$ cat src/design/sttl_pkg.sv
package sttl_pkg;

    localparam int FREQ_BITS_DEF = 24;
    localparam int TEMP_BITS_DEF = 8;

    localparam int LIMIT_W = 7;
    localparam int PCT_W   = 7;
    localparam int ADDR_W  = 5;
    localparam int DATA_W  = 32;

    localparam int CLS_Q_DEPTH = 4;
    localparam int OUT_Q_DEPTH = 2;

    localparam logic [LIMIT_W-1:0] TEMP_LIMIT_RST = 7'd95;
    localparam logic [31:0]        HW_MIN_RST     = 32'd800000;
    localparam logic [31:0]        HW_MAX_RST     = 32'd3000000;

    // threshold percentages of the failsafe temperature
    localparam logic [PCT_W-1:0] THR_PCT_STRONG = 7'd93;
    localparam logic [PCT_W-1:0] THR_PCT_MEDIUM = 7'd86;
    localparam logic [PCT_W-1:0] THR_PCT_LIGHT  = 7'd79;
    localparam logic [PCT_W-1:0] PCT_DEN        = 7'd100;

    // step points as percent of the range above the minimum
    localparam logic [PCT_W-1:0] STEP_PCT_LIGHT  = 7'd85;
    localparam logic [PCT_W-1:0] STEP_PCT_MEDIUM = 7'd65;
    localparam logic [PCT_W-1:0] STEP_PCT_STRONG = 7'd40;
    localparam logic [PCT_W-1:0] HYST_PCT        = 7'd10;

    // divide by 100 through a reciprocal, exact for inputs below 2^27
    localparam int SPLIT_W     = 20;
    localparam int DIV_IN_W    = PCT_W + SPLIT_W;
    localparam int DIV_OUT_W   = 21;
    localparam int DIV_SHIFT   = 34;
    localparam int DIV_MAGIC_W = 28;
    localparam logic [DIV_MAGIC_W-1:0] DIV_MAGIC =
        DIV_MAGIC_W'(((64'd1 << DIV_SHIFT) + 64'd99) / 64'd100);

    typedef enum logic [2:0] {
        LVL_FULL     = 3'd0,
        LVL_LIGHT    = 3'd1,
        LVL_MEDIUM   = 3'd2,
        LVL_STRONG   = 3'd3,
        LVL_FAILSAFE = 3'd4
    } t_level;

    typedef enum logic [2:0] {
        REG_TEMP_LIMIT  = 3'd0,
        REG_FLOOR_FREQ  = 3'd1,
        REG_CAP_FREQ    = 3'd2,
        REG_HW_MIN_FREQ = 3'd3,
        REG_HW_MAX_FREQ = 3'd4
    } t_reg_idx;

    typedef struct packed {
        t_level level;
        logic   below_limit;
    } t_cls;

    typedef struct packed {
        t_level level;
        logic   below_limit;
        logic   span_neg;
    } t_tag;

    function automatic logic [DIV_OUT_W-1:0] div100(input logic [DIV_IN_W-1:0] x);
        logic [DIV_IN_W+DIV_MAGIC_W-1:0] prod;
        prod = {{DIV_MAGIC_W{1'b0}}, x} * {{DIV_IN_W{1'b0}}, DIV_MAGIC};
        return prod[DIV_SHIFT +: DIV_OUT_W];
    endfunction

endpackage

$ cat src/design/sttl_front.sv
module sttl_front #(
    parameter int TEMP_BITS = sttl_pkg::TEMP_BITS_DEF
) (
    input  logic                         i_clk,
    input  logic                         i_rst_n,
    input  logic                         i_push,
    output logic                         o_full,
    input  logic [TEMP_BITS-1:0]         i_temp_c,
    input  logic [sttl_pkg::LIMIT_W-1:0] i_temp_limit,
    output logic                         o_cls_push,
    output sttl_pkg::t_cls               o_cls,
    input  logic                         i_cls_full
);

    localparam int CW = TEMP_BITS + sttl_pkg::PCT_W;

    logic                 r_valid;
    logic [TEMP_BITS-1:0] r_temp;
    logic [CW-1:0]        lim_ext;
    logic [CW-1:0]        rhs;
    logic                 ge_lim;
    logic                 ge_strong;
    logic                 ge_medium;
    logic                 ge_light;

    assign o_cls_push = r_valid && !i_cls_full;
    assign o_full     = r_valid && i_cls_full;

    always_ff @(posedge i_clk) begin
        if (!i_rst_n) begin
            r_valid <= 1'b0;
        end else if (i_push && !o_full) begin
            r_valid <= 1'b1;
        end else if (o_cls_push) begin
            r_valid <= 1'b0;
        end
    end

    always_ff @(posedge i_clk) begin
        if (i_push && !o_full) begin
            r_temp <= i_temp_c;
        end
    end

    // t >= (lim*p)/100 holds exactly when lim*p <= 100*t + 99
    always_comb begin
        lim_ext   = CW'(i_temp_limit);
        rhs       = CW'(r_temp) * CW'(sttl_pkg::PCT_DEN) + CW'(sttl_pkg::PCT_DEN - 1'b1);
        ge_lim    = CW'(r_temp) >= lim_ext;
        ge_strong = (lim_ext * CW'(sttl_pkg::THR_PCT_STRONG)) <= rhs;
        ge_medium = (lim_ext * CW'(sttl_pkg::THR_PCT_MEDIUM)) <= rhs;
        ge_light  = (lim_ext * CW'(sttl_pkg::THR_PCT_LIGHT)) <= rhs;
        o_cls.below_limit = !ge_lim;
        priority if (ge_lim) begin
            o_cls.level = sttl_pkg::LVL_FAILSAFE;
        end else if (ge_strong) begin
            o_cls.level = sttl_pkg::LVL_STRONG;
        end else if (ge_medium) begin
            o_cls.level = sttl_pkg::LVL_MEDIUM;
        end else if (ge_light) begin
            o_cls.level = sttl_pkg::LVL_LIGHT;
        end else begin
            o_cls.level = sttl_pkg::LVL_FULL;
        end
    end

endmodule

$ cat config.mk
export PLATFORM = sky130hd
export DESIGN_NAME = sttl_front
export DESIGN_NICKNAME = d
export VERILOG_FILES = /design/src/design/sttl_pkg.sv /design/src/design/sttl_front.sv
export SDC_FILE = /design/constraint.sdc
export NUM_CORES = 1
export LEC_CHECK = 0
export ABC_AREA = 1
export BUFFER_PORTS_ARGS = -buffer_cell sky130_fd_sc_hd__buf_2
export CAP_MARGIN = 0
export CORE_ASPECT_RATIO = 0.75
export CORE_UTILIZATION = 70
export CTS_CLUSTER_SIZE = 8
export DETAILED_ROUTE_END_ITERATION = 12
export PLACE_DENSITY_LB_ADDON = 0.12
export REMOVE_ABC_BUFFERS = 1
export SLEW_MARGIN = 20
export SYNTH_ARGS = -nofsm -noshare
export SYNTH_HDL_FRONTEND = slang
export SYNTH_SLANG_ARGS = --single-unit
export TNS_END_PERCENT = 30
$ cat constraint.sdc
create_clock -name i_clk -period 9.3 [get_ports i_clk]
set_input_delay 0.93 -clock i_clk [delete_from_list [all_inputs] [get_ports i_clk]]
set_output_delay 0.93 -clock i_clk [all_outputs]
set_load 0.02 [all_outputs]
=== After elaboration in Yosys (flattened, before gate mapping) ===
Cells that the tools add are included.

* Register bits: 9
* Bits of input ports: 19
* Output and inout bits: 6
* Word-level logic and storage cells: 24

* $add $sub $neg: 1
* Multipliers: 4
* Order comparisons: 4
* Muxes and demuxes: 6
* Reductions and logical operators: 7

{| class="wikitable"
|+ Operators by type and width
! operator !! number
|-
| less-or-equal comparator 14 x 15 -> 1 bit || 3
|-
| multiplier 7 x 7 -> 14 bit (second input constant) || 2
|-
| adder 15 x 7 -> 15 bit (second input constant) || 1
|-
| multiplier 7 x 6 -> 13 bit (second input constant) || 1
|-
| multiplier 8 x 5 -> 13 bit (second input constant) || 1
|-
| greater-or-equal comparator 8 x 7 -> 1 bit || 1
|-
| 2-to-1 mux 2 bit || 2
|-
| logical AND 1 bit || 3
|-
| zero test 1 bit || 3
|-
| 2-to-1 mux 1 bit || 3
|-
| 2-to-1 mux 3 bit || 1
|-
| nonzero test 2 bit || 1
|}

=== Longest topological paths before layout ===
* Depth in word-level cells: 7
* Depth in mapped cells: 27
* Mapped depth without buffers: 27

=== Least setup slack after synthesis ===
OpenSTA, ideal clock, no wires.

* Kind: input to output
* Start point: input port i_temp_limit[6] in the netlist's numbering
* End point: output port o_cls[1] in the netlist's numbering
* Arrival: 5.048 ns
* Required time: 8.370 ns
* Setup slack: 3.322 ns
* Cell stages on the path: 24
* Buffers on the path: 0
* Path through: inv_1 > fa_1 > inv_1 > ha_1 > inv_1 > fa_1 > inv_1 > ha_1 > ha_1 > nand2_1 > nor3_1 > nand2_1 > o211ai_1 > nand2_1 > a21oi_1 > xnor2_1 > inv_1 > ha_1 > nand2_1 > nor4b_1 > nand3_1 > nand2_1 > nand2_1 > a21oi_1

{| class="wikitable"
|+ RTL lines
! what !! line !! RTL
|-
| start, declared || sttl_front.sv:9 || <nowiki>input logic [sttl_pkg::LIMIT_W-1:0] i_temp_limit,</nowiki>
|-
| end, declared || sttl_front.sv:11 || <nowiki>output sttl_pkg::t_cls o_cls,</nowiki>
|}

==> flow_metrics.env <==
export IMPL_outcome="completed"
export IMPL_synth_xor_area_share_pct=5.30
export IMPL_grt_pass1_vias=4480
export IMPL_fillCellCount=515
export IMPL_drive_gt1_share_pct=6.34
export IMPL_io_pins=25
export IMPL_core_area_um2=6930
export IMPL_area_delta_synth_final_pct=5.48
export IMPL_synth_fa_ha_area_share_pct=50.5
export IMPL_syn_inst=683
export IMPL_slowest_delay_ns=0.56
export IMPL_cts_buffers=3
export IMPL_irDropWorstVdd_v=0.000182
export IMPL_yosys_area_top_type="ha_1"
export IMPL_dpl_instance_area_um2=5350
export IMPL_cp_arrival_ns=6.10
export IMPL_cts_tree="built"
export IMPL_drv_cap=0
export IMPL_cp_common_cell="nand2_1"
export IMPL_required_ns=8.37
export IMPL_synth_mux_area_fraction_pct=0
export IMPL_gp_congestion=0.915
export IMPL_clock_latency_ns=0.23
export IMPL_maxSlewViolCount=0
export IMPL_die_h_um=76.1
export IMPL_async_flop_share_pct=0
export IMPL_antenna_found_initial=0
export IMPL_fin_crit_sh_pct=75.6
export IMPL_cts_sinks=9
export IMPL_yosys_area_share_simple_pct=19.9
export IMPL_grt_util_all_layers_pct=35.1
export IMPL_yosys_register_bits=9
export IMPL_cts_hold_buf=0
export IMPL_drt_total_wl_um=12500
export IMPL_cts_buffer_depth=2
export IMPL_synth_edff_count=8
export IMPL_ctsResizeCount=0
export IMPL_routedWlPerCell_um=15.5
export IMPL_setup_viol=0
export IMPL_p_total_uw=1250
export IMPL_firstDrtPassIters=5
export IMPL_rows=26
export IMPL_dpl_hpwl_um=11000
export IMPL_root_buffer="clkbuf_8"
export IMPL_worstPathMaxFanout=7
export IMPL_cp_start_kind="input port"
export IMPL_drt_initial_drc_count=240
export IMPL_ant_nets=0
export IMPL_via_per_inst=5.58
export IMPL_synth_compound_area_share_pct=7.02
export IMPL_hold_viol_final=0
export IMPL_start_util_pct=73.9
export IMPL_finalClockSkew_ns=0.00247
export IMPL_antenna_cells=0
export IMPL_layout_nets=916
export IMPL_pwr_density_cell_nw_per_um2=232
export IMPL_clk_pin_slew_ns=0.04
export IMPL_dieArea_um2=7660
export IMPL_rsz0062_at_grt="no"
export IMPL_htree_levels=1
export IMPL_post_cts_setup_buffers=0
export IMPL_synth_top_family_by_area="adder cells"
export IMPL_grt_max_degree=11
export IMPL_avgSynthCellArea_um2=7.49
export IMPL_relSlewSlack_pct=58.1
export IMPL_worstSetupPathType="input port to output port"
export IMPL_synth_top_area_share_pct=37.2
export IMPL_grt_overflow=0
export IMPL_hold_class="flop to flop"
export IMPL_critPathTopFamily="adder cells"
export IMPL_period_needed_ns=7.03
export IMPL_numPortBuffers=24
export IMPL_cp_slowest_cell="fa_1"
export IMPL_die_x_um=101
export IMPL_yosysWarnings=0
export IMPL_synth_area_um2=5120
export IMPL_max_slew_worst_pin_slew_ns=0.626
export IMPL_grt_pass1_wl_um=21200
export IMPL_cp_buffers_inverters=7
export IMPL_ys_seq_area_share_pct=5.08
export IMPL_fmaxAchievable_ghz=0.142
export IMPL_power_leakage_uw=0.00326
export IMPL_cp_end_kind="output port"
export IMPL_drcViolationCount=0
export IMPL_synth_area_leaders="ha_1 37%, fa_1 13%, inv_1 12%, nand2_1 10%, edfxtp_1 4.7%"
export IMPL_ys_types=35
export IMPL_stdcell_area_um2=5400
export IMPL_synth_main_ff_cell="edfxtp_1"
export IMPL_finalSetupTns_ns=0
export IMPL_routed_via_count=4512
==> worst min-delay path: cells and delay by family (launching register included) <==
family | cells | cell delay [ns]
flops | 1 | 0.30
compound gates | 1 | 0.07
simple gates | 1 | 0.06
==> stage by stage <==
step	hold slack (ns)	utilization, %	instances	worst slack, ns
2_1_floorplan	0.463	-	682	3.32
6_report	0.484	77.9	808	2.27
4_1_cts	0.487	77.9	808	2.41
5_1_grt	0.540	77.9	808	2.12
3_3_place_gp	0.471	77.3	804	2.64
3_5_place_dp	0.482	77.3	804	2.44
==> cell type report <==
cell class	count	area [um^2]	area share, %
clock buffers	4	45.0	0.834
inverters	165	619	11.5
multi-input cells	508	4230	78.4
flip-flops and latches	9	260	4.82
well taps	98	123	2.27
repair buffers	24	120	2.22
==> cell usage after synthesis, drive strengths merged (2+ instances only) <==
cell	instances
o21a	2
nand2	150
xnor2	17
edfxtp	8
xor2	14
nor3	3
fa	34
a21oi	43
o211ai	2
a21o	2
o21ai	12
nor2	30
nand4	12
o2111ai	2
ha	152
inv	165
nand3	24
==> cell families after synthesis <==
group           after synthesis
fa+ha+maj                   186
buf+inv                     166
xor+xnor                     31
flops                         9
simple gates                225
compound gates               66
==> per-layer routing <==
layer / global-route usage [%] / up-vias / wire length [um]
met5: 0 / - / 0
met4: 6.52 / 0 / 176
met3: 7.80 / 21 / 1300
met2: 54.4 / 203 / 5290
met1: 50.5 / 2053 / 5740
li1: - / 2235 / -
==> power breakdown <==
| group | total [uW] | switching [uW] | internal (uW) |
|---|---|---|---|
| sequential | 50.6 | 3.44 | 47.2 |
| clock | 44.5 | 14.7 | 29.8 |
| combinational | 1160 | 709 | 446 |
| total | 1250 | 727 | 523 |
==> sequential cells by signal, indices dropped and copies added (netlist names) <==
| name | cells |
|---|---|
| r_valid | 1 |
| r_temp | 8 |
==> worst paths after layout <==
check | startpoint | endpoint | slack (ns) | cells past startpoint
worst min register to register | r_valid$_SDFFE_PN0P_ | r_valid$_SDFFE_PN0P_ | 0.48 | 2
worst max-delay path | i_temp_limit[6] | o_cls[1] | 2.27 | 26
worst min-delay path | r_valid$_SDFFE_PN0P_ | r_valid$_SDFFE_PN0P_ | 0.48 | 2
worst max register to register | r_valid$_SDFFE_PN0P_ | r_temp[4]$_DFFE_PP_ | 8.05 | 3
==> placed cells by master, fill, tap and decap left out, drive strengths merged, types with 14 or more instances in the layout <==
| cell type | count |
|---|---|
| inv | 165 |
| ha | 152 |
| nand2 | 150 |
| a21oi | 43 |
| fa | 34 |
| nor2 | 30 |
| buf | 24 |
| nand3 | 24 |
| xnor2 | 17 |
| xor2 | 14 |
Power figures use the tool's default switching activity.
