**config.mk**
```make
export PLATFORM = sky130hd
export DESIGN_NAME = sttl_fifo
export DESIGN_NICKNAME = d
export VERILOG_FILES = /design/src/design/sttl_fifo.sv
export SDC_FILE = /design/constraint.sdc
export NUM_CORES = 1
export LEC_CHECK = 0
export BUFFER_PORTS_ARGS = -buffer_cell sky130_fd_sc_hd__clkbuf_2
export CORE_UTILIZATION = 45
export CTS_CLUSTER_DIAMETER = 150
export DETAILED_ROUTE_END_ITERATION = 16
export PLACE_DENSITY = 0.73
export SYNTH_ARGS = -nofsm -noshare
export SYNTH_HDL_FRONTEND = slang
export SYNTH_SLANG_ARGS = --single-unit
```
**constraint.sdc**
```tcl
create_clock -name i_clk -period 2.77 [get_ports i_clk]
set_clock_uncertainty 0.05 [all_clocks]
set_input_delay 0.277 -clock i_clk [delete_from_list [all_inputs] [get_ports i_clk]]
set_output_delay 0.277 -clock i_clk [all_outputs]
set_load 0.05 [all_outputs]
```
**src/design/sttl_fifo.sv**
```systemverilog
module sttl_fifo #(
    parameter int WIDTH = 8,
    parameter int DEPTH = 4
) (
    input  logic             i_clk,
    input  logic             i_rst_n,
    input  logic             i_push,
    input  logic [WIDTH-1:0] i_data,
    output logic             o_full,
    input  logic             i_pop,
    output logic [WIDTH-1:0] o_data,
    output logic             o_empty
);

    localparam int PTR_W = (DEPTH > 1) ? $clog2(DEPTH) : 1;
    localparam int CNT_W = $clog2(DEPTH + 1);

    logic [WIDTH-1:0] r_mem [DEPTH];
    logic [PTR_W-1:0] r_wp;
    logic [PTR_W-1:0] r_rp;
    logic [CNT_W-1:0] r_cnt;
    logic             push_ok;
    logic             pop_ok;

    assign o_full  = (r_cnt == CNT_W'(DEPTH));
    assign o_empty = (r_cnt == '0);
    assign o_data  = r_mem[r_rp];
    assign push_ok = i_push && !o_full;
    assign pop_ok  = i_pop && !o_empty;

    always_ff @(posedge i_clk) begin
        if (!i_rst_n) begin
            r_wp  <= '0;
            r_rp  <= '0;
            r_cnt <= '0;
        end else begin
            if (push_ok) begin
                r_wp <= (r_wp == PTR_W'(DEPTH - 1)) ? '0 : r_wp + 1'b1;
            end
            if (pop_ok) begin
                r_rp <= (r_rp == PTR_W'(DEPTH - 1)) ? '0 : r_rp + 1'b1;
            end
            if (push_ok && !pop_ok) begin
                r_cnt <= r_cnt + 1'b1;
            end else if (pop_ok && !push_ok) begin
                r_cnt <= r_cnt - 1'b1;
            end
        end
    end

    always_ff @(posedge i_clk) begin
        if (push_ok) begin
            r_mem[r_wp] <= i_data;
        end
    end

endmodule

```
# --- Word level (Yosys, flattened, before mapping) ---
# Memories as Yosys holds them, arrays and structs flattened. A register that Yosys moved wholly into a read port is not among the register bits.
# Cells that the tools add are included.
totals:
  regBits: 7
  mem_bits_rw: 32
  n_memories: 1
  elab_cells: 29
  out_inout_bits: 10
  in_bits: 12
classes:
  add_sub_neg: 4
  mux: 8
  reduce_logical: 10
  eq_ne: 3
memory_table:
  columns: ["memory", "words", "width", "read_ports", "rd_ports_with_merged_regs", "write_ports", "line_no", "source"]
  rows:
  - ["r_mem", 4, 8, 1, 1, 1, "18", "logic [WIDTH-1:0] r_mem [DEPTH];"]
op_table:
  columns: ["cell", "count"]
  rows:
  - ["2-bit two-way mux", 4]
  - ["3-bit two-way mux", 2]
  - ["2-bit by 1-bit adder with 2-bit output (second input constant)", 2]
  - ["2-bit equality test (second input constant)", 2]
  - ["1-bit logical AND", 4]
  - ["1-bit zero test", 4]
  - ["3-bit by 1-bit adder with 3-bit output (second input constant)", 1]
  - ["3-bit equality test (second input constant)", 1]
  - ["3-bit zero test", 1]
  - ["3-bit by 1-bit subtractor with 3-bit output (second input constant)", 1]
  - ["1-bit two-way mux", 2]
  - ["2-bit nonzero test", 1]

# --- Depth between registers and ports, before layout ---
# Gate-level depths: netlist (run 1).
depth:
  depth_word: 7
  mapped_depth: 9
  mapped_depth_nobuf: 8

# --- Worst setup path before layout (run 1) ---
# No wires, ideal clock.
synth_path:
  path_kind: "flip-flop to flip-flop"
  startpoint: "register r_cnt[1]"
  endpoint: "register r_cnt[2]"
  stages_incl_launch_ff: 10
  required_ns: 2.644
  path_buffers: 1
  path_slack_ns: 0.385
  period_less_slack_ns: 2.385
  setup_time_ns: 0.076
  t_arrival_ns: 2.259
  cell_sequence: "dfxtp_1 > nor3b_2 > nor2b_1 > buf_2 > ha_1 > inv_1 > fa_1 > xor2_1 > or3_1 > a21boi_0"
synth_via:
  elab_chain_cells: 6
  elab_cells_between_ends: 15
  classes_between: "add/sub: 2; eq/ne: 1; mux: 2; reduce/logical: 10"
synth_rtl:
  columns: ["item", "line_no", "source"]
  rows:
  - ["start, declared", "21", "logic [CNT_W-1:0] r_cnt;"]
  - ["start signal, assigned", "44", "r_cnt <= r_cnt + 1'b1;"]
  - ["start signal, assigned", "46", "r_cnt <= r_cnt - 1'b1;"]
  - ["3-bit equality test *", "25", "assign o_full = (r_cnt == CNT_W'(DEPTH));"]
  - ["named net o_full", "9", "output logic o_full,"]
  - ["1-bit zero test *", "28", "assign push_ok = i_push && !o_full;"]
  - ["1-bit logical AND *", "28", null]
  - ["named net push_ok", "22", "logic push_ok;"]
  - ["1-bit zero test", "45", "end else if (pop_ok && !push_ok) begin"]
  - ["1-bit logical AND", "45", null]
  - ["2-bit nonzero test (no line)", null, null]
# Mark *: on every way through the listed nets, which the timed path passes. The rest lies on a longest branch. The select of a mux whose other input is x is not followed.
# A chain may end at the register's enable or synchronous reset.

# --- Worst setup path after layout (run 1) ---
layout_path:
  startpoint: "register r_cnt[1]"
  endpoint: "register r_cnt[2]"
layout_via:
  elab_chain_cells: 6
  elab_cells_between_ends: 15
  classes_between: "add/sub: 2; eq/ne: 1; mux: 2; reduce/logical: 10"
layout_rtl:
  columns: ["item"]
  rows:
  - ["parallel branches: the longest is 6 deep, another holds 3-bit by 1-bit subtractor with 3-bit output"]
# Several ways; the timed one is not identified. The select of a mux whose other input is x is not followed.

==> flow_metrics.py, run 1 <==
metrics = {
    "global_routing": {
        "grt_pass1_vias": 820,
        "grt_pass1_wl_mm": 3.86,
        "grt_max_degree": 13,
        "antenna_found_initial": 0,
        "grtUsageTotal": 0.138,
        "grt_overflow": 0,
    },
    "timing": {
        "fin_crit_ns": 2.32,
        "timing.fmax_mhz": 432,
        "hold_ws_ns": 0.108,
        "setup_violations": 0,
        "setup-tns-final_ns": 0,
        "setup_slack_ns": 0.453,
        "hold_violations": 0,
        "slew_viol_final": 0,
        "tightest_slew_ns": 0.543,
        "rsz0062_at_grt": "no",
        "relSlewSlack": 0.637,
        "finalCritPeriodShare": 0.836,
    },
    "floorplanning": {
        "die_h_um": 62.2,
        "die_area_um2": 3870,
        "boundaryPins": 22,
        "rows": 21,
        "start_util": 0.477,
        "coreArea_um2": 3420,
        "die_width_um": 62.2,
    },
    "place": {
        "dp_slack_ns": 0.400,
        "place_inst": 157,
        "dp_hpwl_mm": 1.63,
        "placed_area_um2": 1780,
        "io_buffers": 21,
        "place.gp.congestion": 0.656,
    },
    "power": {
        "peakVddDrop_mv": 0.474,
        "powerDensity_nw_per_um2": 922,
        "p_leak_nw": 0.670,
        "power_mw": 1.69,
    },
    "cells_and_area": {
        "n_fill_cell": 298,
        "final_layout_size_suffix_gt1_frac": 0.311,
        "fin_cells": 165,
        "final_util": 0.537,
        "final_area_um2": 1830,
        "fin_nets": 137,
        "diodes": 0,
        "area_delta_synth_final_pct": 12.4,
    },
    "setup_path": {
        "critPathMaxFanout": 5,
        "path_class": "reg2reg",
        "crit_family": "adder cells",
        "crit_cells": 7,
        "rr_worst_depth": 7,
        "cp_data_arrival_time_ns": 2.53,
        "slowest_stage": "o31ai_1",
        "crit_buf_inv": 1,
        "slowest_delay_ns": 0.48,
        "cp-end-kind": "register",
        "critPathLaunchType": "register",
        "crit_required_ns": 2.98,
        "path_cells": "o31ai_1 > ha_1 > inv_1 > fa_1 > xor2_1 > or3_1 > a21boi_0",
    },
    "run": {
        "max_cap_viol_count": 0,
    },
    "outcome": {
        "status": "completed",
    },
    "clocking": {
        "cts_tree": "done",
        "clock-sinks": 41,
        "insertion_delay_ns": 0.33,
        "cts_resized": 0,
        "cts_setup_buffers": 0,
        "clkSlewWorstSetupHoldPaths_ns": 0.11,
        "cts_max_level": 2,
        "clockBufferDepth": 2,
        "cts_buffers": 5,
        "clockRootBuffer": "clkbuf_4",
        "cts_hold_buf": 0,
    },
    "yosys": {
        "ys_seq_elements": 41,
        "syn-cell-area_um2": 1630,
        "ys_warn_count": 0,
        "postSynthAreaPerCell_um2": 17.5,
        "synth.yosys.seq_area_share": 0.700,
        "synthesis.nets": 112,
        "netlist_instances": 93,
        "synth.distinct_cells": 23,
    },
    "hold_path": {
        "min_path_cells": 1,
        "min_path_type": "in2reg",
    },
    "route": {
        "via_count": 834,
        "vias_per_cell": 5.05,
        "post_drt_wl_per_cell_um": 13.8,
        "first_pass_iters": 4,
        "drtAntennaViolNets": 0,
        "drtIter0Drc": 21,
        "drc": 0,
        "wl_mm": 2.28,
    },
}
-- power breakdown --
part	internal, mW	leakage (nW)	switching [mW]
sequential	0.756	0.367	0.0806
combinational	0.210	0.273	0.382
clock	0.0919	0.0300	0.170
-- flip-flops by register name, indices dropped and copies added (netlist names), named ones only --
name   cells
r_rp       2
r_cnt      3
r_mem     32
r_wp       2
-- path summary, 6_finish.rpt --
| check | start | endpoint | slack (ns) |
|---|---|---|---|
| max | r_cnt[1] | r_cnt[2] | 0.45 |
| min reg2reg | r_wp[1] | r_wp[1] | 0.46 |
| max reg2reg | r_cnt[1] | r_cnt[2] | 0.45 |
| min | i_data[6] | r_mem[0][6] | 0.11 |
-- layer usage --
layer	vias to the layer above	global-route usage	routed length (um)
met5	-	0	0
met4	0	0.0610	42
met3	5	0.0496	113
met2	24	0.225	1130
met1	407	0.163	998
li1	398	-	-
-- placed cells by master, fill, tap and decap left out, types with 2 or more instances in the layout --
cell type and count:
edfxtp_1 32, and2_1 5, nand3_1 2, dfxtp_1 9, nand2_1 6, mux2i_1 3, o21ai_0 3, nor2_1 2
clkbuf_2 21, ha_1 6, nor2b_1 2, mux4_2 8, clkinv_1 2, inv_1 3, clkbuf_4 5
-- logic make-up (layout without fill, tap and decap cells) --
group	Yosys count	in the layout	synth area share
flops	41	41	0.700
compound gates	5	5	0.0184
xor+xnor	2	2	0.0107
simple gates	20	20	0.0660
buf+inv	7	33	0.0176
fa+ha+maj	7	7	0.0583
mux	11	11	0.129
-- area by class of cell --
cell class / instances / area [um^2] / share of cell area
Timing Repair Buffer: 22 / 113 / 0.0614
Clock inverter: 3 / 12.5 / 0.00683
Multi-Input combinational cell: 45 / 460 / 0.251
Tap cell: 46 / 57.6 / 0.0314
Inverter: 3 / 11.3 / 0.00614
Sequential cell: 41 / 1140 / 0.623
Clock buffer: 5 / 37.5 / 0.0205
-- Yosys cell counts --
master	n	area share
edfxtp_1	32	0.59
dfxtp_1	9	0.11
mux4_2	8	0.11
ha_1	6	0.046
nand2_1	6	0.014
and2_1	5	0.019
inv_1	3	0.0069
mux2i_1	3	0.018
o21ai_0	3	0.0092
buf_2	2	0.0061
nand3_1	2	0.0061
nor2_1	2	0.0046
nor2b_1	2	0.0077
a21boi_0	1	0.0046
buf_1	1	0.0023
clkbuf_1	1	0.0023
fa_1	1	0.012
nor3_1	1	0.0031
nor3b_2	1	0.0077
o31ai_1	1	0.0046
or3_1	1	0.0038
xnor2_1	1	0.0054
xor2_1	1	0.0054
Note: power is estimated with default switching activity, not from simulation.
==> run 2: changes to the inputs <==
clock period = 2.3 ns   (was 2.77 ns; I/O delays follow)
==> flow_metrics.py, run 2 (synthesized netlist as in run 1, its figures left out) <==
metrics = {
    "outcome": {
        "status": "completed",
    },
    "hold_path": {
        "min_path_type": "in2reg",
    },
    "floorplanning": {
        "boundaryPins": 22,
        "die_width_um": 62.2,
        "coreArea_um2": 3420,
        "die_area_um2": 3870,
        "rows": 21,
        "die_h_um": 62.2,
        "start_util": 0.477,
    },
    "timing": {
        "setup_slack_ns": 0.105,
        "finalCritPeriodShare": 0.954,
        "relSlewSlack": 0.700,
        "timing.fmax_mhz": 456,
        "hold_violations": 0,
        "setup-tns-final_ns": 0,
        "slew_viol_final": 0,
        "fin_crit_ns": 2.19,
        "rsz0062_at_grt": "no",
        "tightest_slew_ns": 0.449,
        "setup_violations": 0,
    },
    "cells_and_area": {
        "final_util": 0.549,
        "fin_nets": 139,
        "diodes": 0,
        "top_register": "r_mem",
        "top_regs": "r_mem x32, r_cnt x3",
        "fin_cells": 167,
        "area_delta_synth_final_pct": 15.0,
        "final_common_cell": "edfxtp_1",
        "final_area_um2": 1880,
        "final_cell_mix": "edfxtp_1, clkbuf_2, mux4_2",
        "largest_register_ffs": 32,
        "final_layout_size_suffix_gt1_frac": 0.364,
    },
    "global_routing": {
        "grt_max_degree": 14,
        "grt_pass1_wl_mm": 4.38,
        "antenna_found_initial": 0,
        "grt_overflow": 0,
        "grt_pass1_vias": 920,
        "grtUsageTotal": 0.153,
    },
    "clocking": {
        "cts_tree": "done",
        "clockRootBuffer": "clkbuf_4",
        "clockBufferDepth": 2,
        "insertion_delay_ns": 0.34,
        "cts_setup_buffers": 0,
        "cts_buffers": 5,
        "cts_hold_buf": 0,
        "clkSlewWorstSetupHoldPaths_ns": 0.12,
        "cts_max_level": 2,
        "cts_resized": 1,
        "clock-sinks": 41,
    },
    "setup_path": {
        "critical_path.startpoint": "r_cnt[2]",
        "r2r_slack_ns": 0.11,
        "rr_worst_depth": 8,
        "path_cells": "nor3b_4 > nor2b_1 > ha_1 > inv_1 > fa_1 > xor2_1 > or3_1 > a21boi_0",
        "crit_end": "r_cnt[2]",
        "slowest_stage": "dfxtp_1",
        "critPathMaxFanout": 5,
        "cp_data_arrival_time_ns": 2.41,
        "timing.rr.end": "r_cnt[2]",
        "worstReg2RegStart": "r_cnt[2]",
        "crit_required_ns": 2.51,
        "slowest_delay_ns": 0.38,
        "critPathLaunchType": "register",
        "path_class": "reg2reg",
        "cp-end-kind": "register",
    },
    "route": {
        "vias_per_cell": 5.09,
        "first_pass_iters": 4,
        "wl_mm": 2.53,
        "drc": 0,
        "drtAntennaViolNets": 0,
        "via_count": 850,
        "post_drt_wl_per_cell_um": 15.1,
        "drtIter0Drc": 13,
    },
    "place": {
        "io_buffers": 21,
        "place_inst": 159,
        "placed_area_um2": 1800,
        "dp_slack_ns": 0.00115,
        "dp_hpwl_mm": 1.81,
        "place.gp.congestion": 0.694,
    },
    "power": {
        "swShare": 0.385,
        "switching_power_mw": 0.821,
        "powerDensity_nw_per_um2": 1140,
        "peakVddDrop_mv": 0.714,
        "p_comb_frac": 0.364,
        "intPower_mw": 1.31,
        "seq_power_share": 0.473,
        "p_leak_nw": 0.682,
        "p_clk_frac": 0.163,
    },
    "run": {
        "max_cap_viol_count": 0,
    },
}
run 2: cell types whose count changed in the layout (fill, tap and decap cells not counted), moves of 2 or more:
cell      change
buf_4         +2
clkinv_1      -2
dfxtp_1       -2
dfxtp_2       +2
run 2: final cells by class:
type,instances,area (um^2)
fillers,296,1540
repair buffers,24,128
well taps,46,57.6
clock inverters,3,17.5
clock buffers,5,37.5
inverters,3,11.3
flip-flops and latches,41,1140
multi-input cells,45,480
run 2: worst min-delay path by stage:
| stage | startpoint | to | cells past startpoint | slack, ns |
|---|---|---|---|---|
| floorplan | i_data[0] | r_mem[0][0] | 0 | 0.28 |
| global placement | i_data[4] | r_mem[0][4] | 1 | 0.39 |
| detailed placement | i_data[6] | r_mem[2][6] | 1 | 0.40 |
| CTS | i_data[1] | r_mem[3][1] | 1 | 0.03 |
| global route | i_data[1] | r_mem[3][1] | 1 | 0.04 |
| finish | i_data[3] | r_mem[0][3] | 1 | 0.05 |
run 2: power by group through the flow:
stage | combinational [mW] | sequential [mW] | clock [mW]
after detailed placement | 0.772 | 1.02 | 0
after global placement | 0.746 | 1.01 | 0
after CTS | 0.779 | 1.00 | 0.360
after global routing | 0.837 | 1.03 | 0.378
final | 0.777 | 1.01 | 0.347
after floorplan | 0.628 | 0.976 | 0
run 2: through the flow:
step                power, mW  hold WS [ns]
floorplan                1.60         0.279
CTS                      2.14        0.0321
global placement         1.75         0.393
global route             2.24        0.0357
detailed placement       1.79         0.404
finish                   2.13        0.0451
run 2: per-layer routing:
metal / global-route usage / part of all wire
met1: 0.174 / 0.43
met5: 0 / 0
met2: 0.262 / 0.50
met3: 0.0386 / 0.047
met4: 0.0872 / 0.025
run 2: critical path, delay by kind of cell (launching register included):
kind | cells | cell delay, ns
xor gates and xnor gates | 1 | 0.17
DFF | 1 | 0.38
buffers and inverters | 1 | 0.06
AOI/OAI and AO/OA | 1 | 0.22
and+or+nand+nor | 3 | 0.65
adders and majority gates | 2 | 0.58
